==> config.mk <==
export PLATFORM = sky130hd
export DESIGN_NAME = four_servo_slew_ramp_flat
export DESIGN_NICKNAME = d
export VERILOG_FILES = /design/src/rtl/fssr_pkg.sv /design/src/rtl/fssr_ifs.sv /design/src/rtl/four_servo_slew_ramp.sv /design/src/rtl/fssr_lane.sv /design/src/rtl/fssr_settle.sv /design/src/flat_wrapper.sv
export VERILOG_INCLUDE_DIRS = /design/src /design/src/rtl
export SDC_FILE = /design/constraint.sdc
export NUM_CORES = 1
export LEC_CHECK = 0
export BUFFER_PORTS_ARGS = -buffer_cell sky130_fd_sc_hd__buf_2
export CAP_MARGIN = 20
export CORE_MARGIN = 2
export CORE_UTILIZATION = 60
export DETAILED_ROUTE_END_ITERATION = 8
export PLACE_DENSITY = 0.78
export SLEW_MARGIN = 20
export SYNTH_ARGS = -nofsm -noshare
export SYNTH_HDL_FRONTEND = slang
export SYNTH_SLANG_ARGS = --single-unit
==> constraint.sdc <==
create_clock -name clock -period 16 [get_ports clock]
set_clock_uncertainty 0.15 [all_clocks]
set_input_delay 3.2 -clock clock [delete_from_list [all_inputs] [get_ports clock]]
set_output_delay 3.2 -clock clock [all_outputs]
set_load 0.03 [all_outputs]
==> src/rtl/four_servo_slew_ramp_assert.svh <==
// Assertion shorthands for the RTL.
// Each macro takes a label, the clock, the reset, an antecedent and a consequent.
`ifndef FOUR_SERVO_SLEW_RAMP_ASSERT_SVH
`define FOUR_SERVO_SLEW_RAMP_ASSERT_SVH

// Same-cycle implication.
`define FSSR_ASSERT_NOW(label, clk, rst, ante, cons) \
   label: assert property (@(posedge clk) disable iff (rst) (ante) |-> (cons)) \
      else $error("fssr assertion failed");

// Next-cycle implication.
`define FSSR_ASSERT_NEXT(label, clk, rst, ante, cons) \
   label: assert property (@(posedge clk) disable iff (rst) (ante) |=> (cons)) \
      else $error("fssr assertion failed");

`endif

==> src/rtl/fssr_pkg.sv <==
`timescale 1ns / 1ps
package fssr_pkg;

   localparam int CHANNELS     = 4;
   localparam int ANGLE_W      = 8;
   localparam int STEP_W       = 5;
   localparam int PULSE_W      = 12;
   localparam int TICKS_W      = 10;
   localparam int CSR_ADDR_W   = 1;
   localparam int CSR_DATA_W   = 12;

   // register indexes
   localparam logic [CSR_ADDR_W-1:0] REG_SETTLE_TICKS = 1'd0;
   localparam logic [CSR_ADDR_W-1:0] REG_PULSE_OFFSET = 1'd1;

   localparam logic [TICKS_W-1:0] SETTLE_TICKS_RST = 10'd100;
   localparam logic [PULSE_W-1:0] PULSE_OFFSET_RST = 12'd500;

   // 37/5 degrees-to-counts: 37*a then divide by 5 via *13108 >> 16
   localparam int SCALED_W = 14;
   localparam logic [SCALED_W-1:0] RECIP_5 = 14'd13108;
   localparam int RECIP_SHIFT = 16;
   localparam int QUOT_W = 11;
   localparam logic [PULSE_W-1:0] PULSE_MAX = '1;

   typedef struct packed {
      logic               enable;
      logic [ANGLE_W-1:0] target_a;
      logic [ANGLE_W-1:0] target_b;
      logic [ANGLE_W-1:0] target_c;
      logic [ANGLE_W-1:0] target_d;
      logic [STEP_W-1:0]  step_a;
      logic [STEP_W-1:0]  step_b;
      logic [STEP_W-1:0]  step_c;
      logic [STEP_W-1:0]  step_d;
   } fssr_req_type;

   typedef struct packed {
      logic [PULSE_W-1:0] pulse_a;
      logic [PULSE_W-1:0] pulse_b;
      logic [PULSE_W-1:0] pulse_c;
      logic [PULSE_W-1:0] pulse_d;
      logic               settled_pulse;
      logic               moving;
   } fssr_rsp_type;

   // per-tick control into the settle counter
   typedef struct packed {
      logic advance;
      logic enable;
      logic all_equal;
   } fssr_tick_type;

endpackage

==> src/rtl/fssr_ifs.sv <==
`timescale 1ns / 1ps
interface fssr_req_if;
   import fssr_pkg::*;
   logic         valid;
   logic         ready;
   fssr_req_type data;
   modport source (output valid, output data, input ready);
   modport sink (input valid, input data, output ready);
endinterface

interface fssr_rsp_if;
   import fssr_pkg::*;
   logic         valid;
   logic         ready;
   fssr_rsp_type data;
   modport source (output valid, output data, input ready);
   modport sink (input valid, input data, output ready);
endinterface

==> src/rtl/four_servo_slew_ramp.sv <==
`timescale 1ns / 1ps
// Four-channel servo slew limiter with PWM compare outputs.
// req_stream (valid/ready) carries one control tick per item: enable, four
// target angles and four per-tick step sizes. rsp_stream returns one item per
// tick: four 12-bit compare values (offset + floor(37*angle/5), saturated),
// a one-tick settled flag and a moving flag.
// csr_we/csr_addr/csr_wdata write settle_ticks (index 0) and pulse_offset
// (index 1); write only while no item is in flight.
// A tick accepted into the input register moves to the result register and
// is presented on rsp_stream from there. Throughput: one item per cycle while
// rsp is not stalled; the slew compare/add and the constant multiply for the
// pulse width sit between the input register and the result register.
// Reset (synchronous, active high): angles and settle count to zero,
// settle_ticks to 100, pulse_offset to 500, both stages empty.
// When the receiver stalls, the result holds in its register and the input
// register still fills once; after that req ready drops until rsp moves.
module four_servo_slew_ramp (
   input  logic                                clock,
   input  logic                                reset,
   fssr_req_if.sink                            req_stream,
   fssr_rsp_if.source                          rsp_stream,
   input  logic                                csr_we,
   input  logic [fssr_pkg::CSR_ADDR_W-1:0]     csr_addr,
   input  logic [fssr_pkg::CSR_DATA_W-1:0]     csr_wdata
);
   import fssr_pkg::*;

   // config registers
   logic [TICKS_W-1:0]  settle_ticks_ff;
   logic [PULSE_W-1:0]  pulse_offset_ff;

   // input stage
   logic                in_valid_ff;
   fssr_req_type        in_data_ff;

   // result stage
   logic                out_valid_ff;
   fssr_rsp_type        out_data_ff;
   fssr_rsp_type        out_data_in;

   logic                out_load;
   logic                advance;

   logic [ANGLE_W-1:0]  target_arr [CHANNELS];
   logic [STEP_W-1:0]   step_arr   [CHANNELS];
   logic [PULSE_W-1:0]  pulse_arr  [CHANNELS];
   logic [CHANNELS-1:0] equal_vec;

   fssr_tick_type       tick;
   logic                settle_fire;

   always_ff @(posedge clock) begin
      if (reset) begin
         settle_ticks_ff <= SETTLE_TICKS_RST;
         pulse_offset_ff <= PULSE_OFFSET_RST;
      end else if (csr_we) begin
         case (csr_addr)
            REG_SETTLE_TICKS: settle_ticks_ff <= csr_wdata[TICKS_W-1:0];
            REG_PULSE_OFFSET: pulse_offset_ff <= csr_wdata[PULSE_W-1:0];
            default: ;
         endcase
      end
   end

   // result register loads when empty or being drained
   assign out_load         = !out_valid_ff || rsp_stream.ready;
   assign advance          = in_valid_ff && out_load;
   assign req_stream.ready = !in_valid_ff || out_load;

   always_ff @(posedge clock) begin
      if (reset) begin
         in_valid_ff <= 1'b0;
      end else if (req_stream.ready) begin
         in_valid_ff <= req_stream.valid;
      end
   end

   always_ff @(posedge clock) begin
      if (req_stream.valid && req_stream.ready) begin
         in_data_ff <= req_stream.data;
      end
   end

   // fan the tick out into per-channel lanes
   assign target_arr[0] = in_data_ff.target_a;
   assign target_arr[1] = in_data_ff.target_b;
   assign target_arr[2] = in_data_ff.target_c;
   assign target_arr[3] = in_data_ff.target_d;
   assign step_arr[0]   = in_data_ff.step_a;
   assign step_arr[1]   = in_data_ff.step_b;
   assign step_arr[2]   = in_data_ff.step_c;
   assign step_arr[3]   = in_data_ff.step_d;

   for (genvar k = 0; k < CHANNELS; k++) begin : g_lane
      fssr_lane u_lane (
         .clock        (clock),
         .reset        (reset),
         .advance      (advance),
         .enable       (in_data_ff.enable),
         .target       (target_arr[k]),
         .step         (step_arr[k]),
         .pulse_offset (pulse_offset_ff),
         .pulse        (pulse_arr[k]),
         .at_target    (equal_vec[k])
      );
   end

   assign tick.advance   = advance;
   assign tick.enable    = in_data_ff.enable;
   assign tick.all_equal = &equal_vec;

   fssr_settle u_settle (
      .clock        (clock),
      .reset        (reset),
      .tick         (tick),
      .settle_ticks (settle_ticks_ff),
      .fire         (settle_fire)
   );

   always_comb begin
      out_data_in.pulse_a       = pulse_arr[0];
      out_data_in.pulse_b       = pulse_arr[1];
      out_data_in.pulse_c       = pulse_arr[2];
      out_data_in.pulse_d       = pulse_arr[3];
      out_data_in.settled_pulse = settle_fire;
      out_data_in.moving        = !tick.all_equal;
   end

   always_ff @(posedge clock) begin
      if (reset) begin
         out_valid_ff <= 1'b0;
      end else if (out_load) begin
         out_valid_ff <= in_valid_ff;
      end
   end

   always_ff @(posedge clock) begin
      if (advance) begin
         out_data_ff <= out_data_in;
      end
   end

   assign rsp_stream.valid = out_valid_ff;
   assign rsp_stream.data  = out_data_ff;

endmodule

==> src/rtl/fssr_lane.sv <==
`timescale 1ns / 1ps
module fssr_lane (
   input  logic                            clock,
   input  logic                            reset,
   input  logic                            advance,
   input  logic                            enable,
   input  logic [fssr_pkg::ANGLE_W-1:0]    target,
   input  logic [fssr_pkg::STEP_W-1:0]     step,
   input  logic [fssr_pkg::PULSE_W-1:0]    pulse_offset,
   output logic [fssr_pkg::PULSE_W-1:0]    pulse,
   output logic                            at_target
);
   import fssr_pkg::*;

   logic [ANGLE_W-1:0]            angle_ff;
   logic [ANGLE_W-1:0]            angle_in;
   logic [ANGLE_W-1:0]            angle_new;
   logic [ANGLE_W:0]              up_sum;
   logic [ANGLE_W-1:0]            down_gap;
   logic [SCALED_W-1:0]           scaled;
   logic [2*SCALED_W-1:0]         product;
   logic [QUOT_W-1:0]             quot;
   logic [PULSE_W:0]              pulse_sum;

   // one slew step toward target, clamped at target both ways
   always_comb begin
      up_sum   = {1'b0, angle_ff} + {{(ANGLE_W+1-STEP_W){1'b0}}, step};
      down_gap = angle_ff - target;
      if (angle_ff < target) begin
         angle_new = (up_sum > {1'b0, target}) ? target : up_sum[ANGLE_W-1:0];
      end else if (angle_ff > target) begin
         angle_new = ({{(ANGLE_W-STEP_W){1'b0}}, step} >= down_gap) ? target
                   : angle_ff - {{(ANGLE_W-STEP_W){1'b0}}, step};
      end else begin
         angle_new = angle_ff;
      end
      angle_in = enable ? angle_new : angle_ff;
   end

   always_ff @(posedge clock) begin
      if (reset) begin
         angle_ff <= '0;
      end else if (advance) begin
         angle_ff <= angle_in;
      end
   end

   assign at_target = (angle_in == target);

   // 37*angle, then floor(/5) by reciprocal; exact for 37*angle <= 9435
   always_comb begin
      scaled    = {1'b0, angle_in, 5'b0} + {4'b0, angle_in, 2'b0}
                + {{(SCALED_W-ANGLE_W){1'b0}}, angle_in};
      product   = scaled * RECIP_5;
      quot      = product[RECIP_SHIFT+QUOT_W-1:RECIP_SHIFT];
      pulse_sum = {1'b0, pulse_offset} + {{(PULSE_W+1-QUOT_W){1'b0}}, quot};
      pulse     = pulse_sum[PULSE_W] ? PULSE_MAX : pulse_sum[PULSE_W-1:0];
   end

endmodule

==> src/rtl/fssr_settle.sv <==
`timescale 1ns / 1ps
`include "four_servo_slew_ramp_assert.svh"
module fssr_settle (
   input  logic                            clock,
   input  logic                            reset,
   input  fssr_pkg::fssr_tick_type         tick,
   input  logic [fssr_pkg::TICKS_W-1:0]    settle_ticks,
   output logic                            fire
);
   import fssr_pkg::*;

   logic [TICKS_W-1:0] count_ff;
   logic [TICKS_W-1:0] count_in;
   logic [TICKS_W:0]   count_next;
   logic               counting;

   // count is formed one bit wider so settle_ticks of 1023 fires at 1024
   always_comb begin
      counting   = tick.enable && tick.all_equal;
      count_next = {1'b0, count_ff} + {{TICKS_W{1'b0}}, 1'b1};
      fire       = counting && (count_next > {1'b0, settle_ticks});
      if (fire) begin
         count_in = '0;
      end else if (counting) begin
         count_in = count_next[TICKS_W-1:0];
      end else begin
         count_in = count_ff;
      end
   end

   always_ff @(posedge clock) begin
      if (reset) begin
         count_ff <= '0;
      end else if (tick.advance) begin
         count_ff <= count_in;
      end
   end

   `FSSR_ASSERT_NEXT(a_fire_clears, clock, reset, tick.advance && fire, count_ff == '0)
   `FSSR_ASSERT_NEXT(a_hold_idle, clock, reset, !tick.advance, $stable(count_ff))
   `FSSR_ASSERT_NOW(a_fire_needs_settle, clock, reset, fire, tick.enable && tick.all_equal)

endmodule

==> src/flat_wrapper.sv <==
// flat-port wrapper written by rule: the top's interface ports become plain ports
module four_servo_slew_ramp_flat import fssr_pkg::*;
  (clock, reset, csr_we, csr_addr, csr_wdata, req_stream_valid, req_stream_data, req_stream_ready, rsp_stream_valid, rsp_stream_data, rsp_stream_ready);
  fssr_req_if req_stream_i ();
  fssr_rsp_if rsp_stream_i ();
  input  logic clock;
  input  logic reset;
  input  logic csr_we;
  input  logic [fssr_pkg::CSR_ADDR_W-1:0] csr_addr;
  input  logic [fssr_pkg::CSR_DATA_W-1:0] csr_wdata;
  input wire logic [$bits(req_stream_i.valid)-1:0] req_stream_valid;
  input wire logic [$bits(req_stream_i.data)-1:0] req_stream_data;
  output wire logic [$bits(req_stream_i.ready)-1:0] req_stream_ready;
  output wire logic [$bits(rsp_stream_i.valid)-1:0] rsp_stream_valid;
  output wire logic [$bits(rsp_stream_i.data)-1:0] rsp_stream_data;
  input wire logic [$bits(rsp_stream_i.ready)-1:0] rsp_stream_ready;
  assign req_stream_i.valid = req_stream_valid;
  assign req_stream_i.data = req_stream_data;
  assign req_stream_ready = req_stream_i.ready;
  assign rsp_stream_valid = rsp_stream_i.valid;
  assign rsp_stream_data = rsp_stream_i.data;
  assign rsp_stream_i.ready = rsp_stream_ready;
  four_servo_slew_ramp u_core (.clock(clock), .reset(reset), .req_stream(req_stream_i), .rsp_stream(rsp_stream_i), .csr_we(csr_we), .csr_addr(csr_addr), .csr_wdata(csr_wdata));
endmodule
# After elaboration in Yosys (flattened, before gate mapping)
# Cells that the tools add are included.
dict set report word_totals {
  ram_bits 0
  n_memories 0
  latchBits 0
  mem_bits_ro 0
  register_bits 169
  wordCells 111
}
dict set report classes {
  bitwise_logic 1
  muxes 22
  n_div 0
  order_cmp 17
  n_eq_ne 4
  shifts 0
  mul 4
  reduce_logical 14
  add_sub_neg 25
}
# operator count
set ops {}
lappend ops {{$mux 8} 20}
lappend ops {{$mul 14x12->25 const B} 4}
lappend ops {{$add 13x10->14} 4}
lappend ops {{$add 14x8->14} 4}
lappend ops {{$add 12x11->13} 4}
lappend ops {{$add 8x5->9} 4}
lappend ops {{$gt 9x8->1} 4}
lappend ops {{$eq 8x8->1} 4}
lappend ops {{$ge 5x8->1} 4}
lappend ops {{$gt 8x8->1} 4}
lappend ops {{$lt 8x8->1} 4}
lappend ops {{$sub 8x5->8} 4}
lappend ops {{$sub 8x8->8} 4}
lappend ops {{$mux 10} 2}
lappend ops {{$add 10x1->11 const B} 1}
lappend ops {{$gt 11x10->1} 1}
lappend ops {{$reduce_and 2->1} 3}
lappend ops {{$logic_and 1x1->1} 4}
lappend ops {{$reduce_and 4->1} 1}
lappend ops {{$logic_not 1->1} 3}
lappend ops {{$logic_or 1x1->1} 2}
lappend ops {{$reduce_bool 2->1} 1}
lappend ops {{$not 1->1} 1}

# Depth between registers and ports, before layout
dict set report logic_depth {
  ltp_word 12
  mapped_depth 62
  ltp_nobuf 60
}

# Cells and area by module
# From an unflattened synthesis, not the netlist that was laid out.
dict set report hier_totals {
  cells_unflattened 3294
  hier_area_um2 29509.6
}
# mod cells_per_inst area_per_inst_um2 seq_area_each_um2 n_inst
set modules_own_cells {}
lappend modules_own_cells {{fssr_lane (u_core.g_lane[0].u_lane)} 764 6224.7 160.2 1}
lappend modules_own_cells {{fssr_lane (u_core.g_lane[1].u_lane)} 754 6159.7 160.2 1}
lappend modules_own_cells {{fssr_lane (u_core.g_lane[3].u_lane)} 742 6135.9 160.2 1}
lappend modules_own_cells {{fssr_lane (u_core.g_lane[2].u_lane)} 735 6044.5 160.2 1}
lappend modules_own_cells {four_servo_slew_ramp 204 4102.7 3573.4 1}
lappend modules_own_cells {fssr_settle 95 842.1 200.2 1}

# Worst setup path before layout
# No wires, ideal clock.
dict set report synth_timing {
  kind {register -> register}
  start {reg u_core.g_lane[1].u_lane.angle_ff[1]}
  end {reg u_core.out_data_ff, in the netlist u_core.rsp_stream.data[28], data pin}
  arrival_ps 11495
  period_less_slack_ps 11918
  t_required_ps 15577
  setup_time_ps 273
  path_slack_ps 4082
  path_stages_with_launch 54
  path_cell_list {dfxtp_1 -> ha_1 -> nand2b_1 -> a21oi_1 -> nor2_1 -> xor2_1 -> ha_1 -> and4_1 -> a221o_1 -> a221oi_1 -> o21ai_1 -> clkbuf_1 -> o21ai_0 -> a21oi_1 -> a221oi_1 -> inv_1 -> fa_1 -> inv_1 -> (+18 left out) -> a21o_1 -> a211oi_1 -> nor2_1 -> inv_1 -> fa_1 -> nor2b_1 -> o21ai_0 -> a21boi_0 -> o21ai_0 -> a21boi_0 -> o21ai_0 -> a21boi_0 -> o21ai_0 -> nand2b_1 -> a21oi_1 -> nand2b_1 -> clkbuf_1 -> o21ai_0}
}
dict set report synth_via {
  elab_chain_cells 10
  elab_cells_between_ends 16
}
# element line_no
set synth_lines {}
lappend synth_lines {{start, declared} fssr_lane.sv:15} ;# logic [ANGLE_W-1:0] angle_ff;
lappend synth_lines {{start signal, assigned} fssr_lane.sv:44} ;# angle_ff <= angle_in;
lappend synth_lines {{$sub 8x8->8} fssr_lane.sv:28} ;# down_gap = angle_ff - target;
lappend synth_lines {{$ge 5x8->1} fssr_lane.sv:32} ;# angle_new = ({{(ANGLE_W-STEP_W){1'b0}}, step} >= down_gap) ? target
lappend synth_lines {{$mux 8} fssr_lane.sv:32}
lappend synth_lines {{$mux 8} fssr_lane.sv:31} ;# end else if (angle_ff > target) begin
lappend synth_lines {{$mux 8} fssr_lane.sv:29} ;# if (angle_ff < target) begin
lappend synth_lines {{$mux 8 *} fssr_lane.sv:37} ;# angle_in = enable ? angle_new : angle_ff;
lappend synth_lines {{named net u_core.g_lane[1].u_lane.angle_in[1]} fssr_lane.sv:16} ;# logic [ANGLE_W-1:0] angle_in;
lappend synth_lines {{$add 13x10->14} fssr_lane.sv:52} ;# scaled = {1'b0, angle_in, 5'b0} + {4'b0, angle_in, 2'b0}
lappend synth_lines {{$add 14x8->14 *} fssr_lane.sv:53} ;# + {{(SCALED_W-ANGLE_W){1'b0}}, angle_in};
lappend synth_lines {{$mul 14x12->25 *} fssr_lane.sv:54} ;# product = scaled * RECIP_5;
lappend synth_lines {{$add 12x11->13 *} fssr_lane.sv:56} ;# pulse_sum = {1'b0, pulse_offset} + {{(PULSE_W+1-QUOT_W){1'b0}}, quot};
lappend synth_lines {{end signal, assigned} four_servo_slew_ramp.sv:139} ;# out_data_ff <= out_data_in;
lappend synth_lines {{end, declared} four_servo_slew_ramp.sv:38} ;# fssr_rsp_type out_data_ff;
# The timed path passes the listed nets; every way through them passes the cells marked *.
# A chain may end at the register's enable or synchronous reset.

# Worst setup path in the final report
dict set report layout_timing {
  start {reg u_core.g_lane[1].u_lane.angle_ff[2]}
  end {reg u_core.out_data_ff, in the netlist u_core.rsp_stream.data[35], data pin}
}
# Same word-level chain as after synthesis.

==> reports/results.txt <==
Type of the most critical hold path - register to register
WL/cell - 17.9 um
Cell area after synthesis - 29,100 um^2
Final Wtd Congestion - 1.01
1st-iter DRT viols - 1,772
Post-synth EDFFs - 103
Share of the synthesized area in compound gates (AO/OA/AOI/OAI) - 15.7%
Upper clock frequency limit - 73.0 MHz
Row cnt - 80
Fraction of synthesized cell area in xor and xnor cells - 6.05%
H-Tree Depth - 4
First-pass DRT Iterations - 8
Share of the clock period used by the worst path after layout - 85.6%
Clock latency reported for the late side of the worst-skew pair - 0.50 ns
Number of buffers inserted to repair setup after CTS - 0
Largest incremental delay on the critical path - 0.80 ns
Worst Hold Margin - 0.307 ns
Vias in the first global route - 23,700
Cell variety after synth - 100
Count of hold-fix buffers inserted at cts - 0
Die outline height - 224 um
Setup TNS - 0 ns
Share of synthesized cell area in full adder, half adder and majority cells - 40.0%
DRC violation count after routing - 0
# clock sinks - 169
Async set-reset flop share out of synthesis - 0%
Worst path most repeated cell - sky130_fd_sc_hd__ha_1
Total count of max-transition violations in the final report - 0
Setup slack at placement - 2.19 ns
Clk buf depth - 2
Largest family of logic cells by synthesized area - adder cells
Primary flip-flop cell chosen by synthesis mapping - sky130_fd_sc_hd__edfxtp_1
Syn avg cell area - 8.62 um^2
TritonCTS Buffers - 17
Overall die width - 224 um
Part of the Yosys area used for sequential elements - 15.2%
CP startpoint kind - register
Total placed cells including tap cells - 4,063
Antenna violations before repair - 0
ANT cells - 0
Cell family with most CP delay - compound AO/OA/AOI/OAI gates
Type of the setup path with the least slack - register to register
Count of port buffers added during placement - 122
Critical path fanouts, max - 17
Flip-flop and latch area - 4410 um^2
Total via count after detailed routing - 23,800
Nets@finish - 4,335
Unrepaired setup endpoints after global routing - no
Final count of hold timing violations - 0
Shortest clock period the worst path allows after layout - 13.69 ns
GRT Total Usage - 29.7%
Status - completed
Post-layout worst setup margin - 2.31 ns
Root buffer cell - sky130_fd_sc_hd__clkbuf_16
Max-slew headroom - 31.9%
PostCTS Resize Cnt - 0
Sum of routed wire length over all layers - 73.2 mm
Tightest Pin Transition - 1.02 ns
Setup crit end kind - register
Number of ports placed on the die boundary - 123
CP required - 16.07 ns
CP max stage cell - sky130_fd_sc_hd__a2111oi_0
Buffer and inverter count on the worst path - 5
Clock-pin slew on the worst setup and hold paths - 0.09 ns
Count of state elements after synthesis - 169
Fraction of layout cells with a size suffix above 1 - 6.15%
Post-DP HPWL - 60.8 mm
Maximum number of pins on one net before global-route repair - 76
Reported max-cap violation count - 0
Die Outline Area - 50,300 um^2
Synthesis Warnings - 0
Gate count of the mapped netlist - 3,376
Via-to-Cell Ratio - 5.82
Fraction of synthesized area in multiplexers - 0.627%
Clock tree from TritonCTS - yes
Synth Net Count - 4,244
Final Non-Filler Cells - 4,095
Share of synthesized cell area in and, or, nand and nor gates - 13.0%
Number of inserted filler cells in the final layout - 4,043
Total congestion overflow - 0
Footprint of the multi-input gates - 22,000 um^2
Synthesis-to-layout area growth - 6.27%
First-pass GRT wire length - 119 mm
Crit path DAT - 13.76 ns
Number of antenna-violating nets in the routed design - 0
Area inside the core boundary - 47,800 um^2
Initial core utilization - 60.8%
Total setup violations reported at the end of the flow - 0
[Yosys cell counts, types with 15 or more instances]
master / instances / share of area (%)
sky130_fd_sc_hd__a21oi_1: 182 / 3.1
sky130_fd_sc_hd__nor3_1: 66 / 1.1
sky130_fd_sc_hd__and3_1: 21 / 0.45
sky130_fd_sc_hd__nor2b_1: 53 / 1.1
sky130_fd_sc_hd__ha_1: 585 / 25
sky130_fd_sc_hd__a21o_1: 43 / 1.1
sky130_fd_sc_hd__dfxtp_1: 66 / 4.5
sky130_fd_sc_hd__xnor2_1: 139 / 4.2
sky130_fd_sc_hd__o2111ai_1: 22 / 0.66
sky130_fd_sc_hd__xor2_1: 62 / 1.9
sky130_fd_sc_hd__inv_1: 651 / 8.4
sky130_fd_sc_hd__or3_1: 17 / 0.37
sky130_fd_sc_hd__nand2_1: 218 / 2.8
sky130_fd_sc_hd__nand2b_1: 49 / 1.1
sky130_fd_sc_hd__a211oi_1: 35 / 0.90
sky130_fd_sc_hd__nand4_1: 15 / 0.32
sky130_fd_sc_hd__o21a_1: 40 / 1.0
sky130_fd_sc_hd__a21boi_0: 19 / 0.49
sky130_fd_sc_hd__nor2_1: 206 / 2.7
sky130_fd_sc_hd__nand3_1: 43 / 0.74
sky130_fd_sc_hd__fa_1: 212 / 15
sky130_fd_sc_hd__o21ai_0: 144 / 2.5
sky130_fd_sc_hd__o21bai_1: 25 / 0.64
sky130_fd_sc_hd__and2_1: 18 / 0.39
sky130_fd_sc_hd__edfxtp_1: 103 / 11
sky130_fd_sc_hd__clkbuf_1: 57 / 0.73
[sequential cells by signal, indices dropped and copies added, names as in the netlist]
name / flops
u_core.u_settle.count_ff: 10
u_core.g_lane.u_lane.angle_ff: 32
u_core.in_data_ff: 53
u_core.rsp_stream.valid: 1
u_core.settle_ticks_ff: 10
u_core.rsp_stream.data: 50
u_core.pulse_offset_ff: 12
u_core.in_valid_ff: 1
[logic make-up (layout without fill, tap and decap cells)]
| kind of cell | count (synthesis) | count (layout) |
|---|---|---|
| DFF | 169 | 169 |
| adders and majority gates | 805 | 805 |
| buffers and inverters | 723 | 827 |
| xor gates and xnor gates | 201 | 201 |
| AOI/OAI and AO/OA | 683 | 683 |
| muxes | 17 | 17 |
| and+or+nand+nor | 778 | 778 |
[worst reg2reg max path, delay by kind of cell (launching register included)]
kind,cells,cell delay [ns]
xor gates and xnor gates,4,0.94
buffers and inverters,5,0.38
muxes,1,0.41
DFF,1,0.57
adders and majority gates,10,3.54
and+or+nand+nor,9,1.82
AOI/OAI and AO/OA,21,5.63
[worst paths after layout]
path	start	end	slack (ns)	cells past startpoint
setup / recovery	u_core.g_lane[1].u_lane.angle_ff[2]	u_core.rsp_stream.data[35]	2.31	50
hold / removal	u_core.settle_ticks_ff[4]	u_core.settle_ticks_ff[4]	0.31	2
setup reg to reg	u_core.g_lane[1].u_lane.angle_ff[2]	u_core.rsp_stream.data[35]	2.31	50
hold reg to reg	u_core.settle_ticks_ff[4]	u_core.settle_ticks_ff[4]	0.31	2
[cells in the final DEF, fill, tap and decap left out, types with 14 or more instances in the layout]
master,instances
sky130_fd_sc_hd__a211oi_1,35
sky130_fd_sc_hd__a21boi_0,19
sky130_fd_sc_hd__a21o_1,43
sky130_fd_sc_hd__a21oi_1,182
sky130_fd_sc_hd__and2_1,17
sky130_fd_sc_hd__and3_1,21
sky130_fd_sc_hd__buf_2,122
sky130_fd_sc_hd__buf_4,20
sky130_fd_sc_hd__clkbuf_16,17
sky130_fd_sc_hd__dfxtp_1,66
sky130_fd_sc_hd__edfxtp_1,103
sky130_fd_sc_hd__fa_1,212
sky130_fd_sc_hd__ha_1,585
sky130_fd_sc_hd__inv_1,651
sky130_fd_sc_hd__nand2_1,218
sky130_fd_sc_hd__nand2b_1,49
sky130_fd_sc_hd__nand3_1,43
sky130_fd_sc_hd__nand4_1,15
sky130_fd_sc_hd__nor2_1,206
sky130_fd_sc_hd__nor2b_1,53
sky130_fd_sc_hd__nor3_1,66
sky130_fd_sc_hd__o2111ai_1,22
sky130_fd_sc_hd__o211ai_1,14
sky130_fd_sc_hd__o21a_1,40
sky130_fd_sc_hd__o21ai_0,144
sky130_fd_sc_hd__o21bai_1,25
sky130_fd_sc_hd__or3_1,17
sky130_fd_sc_hd__xnor2_1,139
sky130_fd_sc_hd__xor2_1,62
[final cells by class]
cell class / instances / area share (%)
clock inverters: 13 / 0.421
clock buffers: 19 / 1.43
multi-input cells: 2484 / 71.0
repair buffers: 142 / 2.46
flip-flops and latches: 169 / 14.3
inverters: 653 / 7.93
well taps: 615 / 2.49
[per-layer routing]
metal | track usage, % | part of all wire [%]
met4 | 11.1 | 3.3
met3 | 5.67 | 6.5
met2 | 49.2 | 47
met1 | 38.7 | 43
met5 | 0 | 0
[stage by stage]
| step | cell area, um^2 | util (%) |
|---|---|---|
| 2_1_floorplan | 29100 | - |
| 3_3_place_gp | 30400 | 63.5 |
| 3_5_place_dp | 30400 | 63.5 |
| 4_1_cts | 30900 | 64.7 |
| 5_1_grt | 30900 | 64.7 |
| 6_report | 30900 | 64.7 |
Power is not shown: default switching activity piles up to over one toggle a cycle in this logic, so the estimate is an artifact.
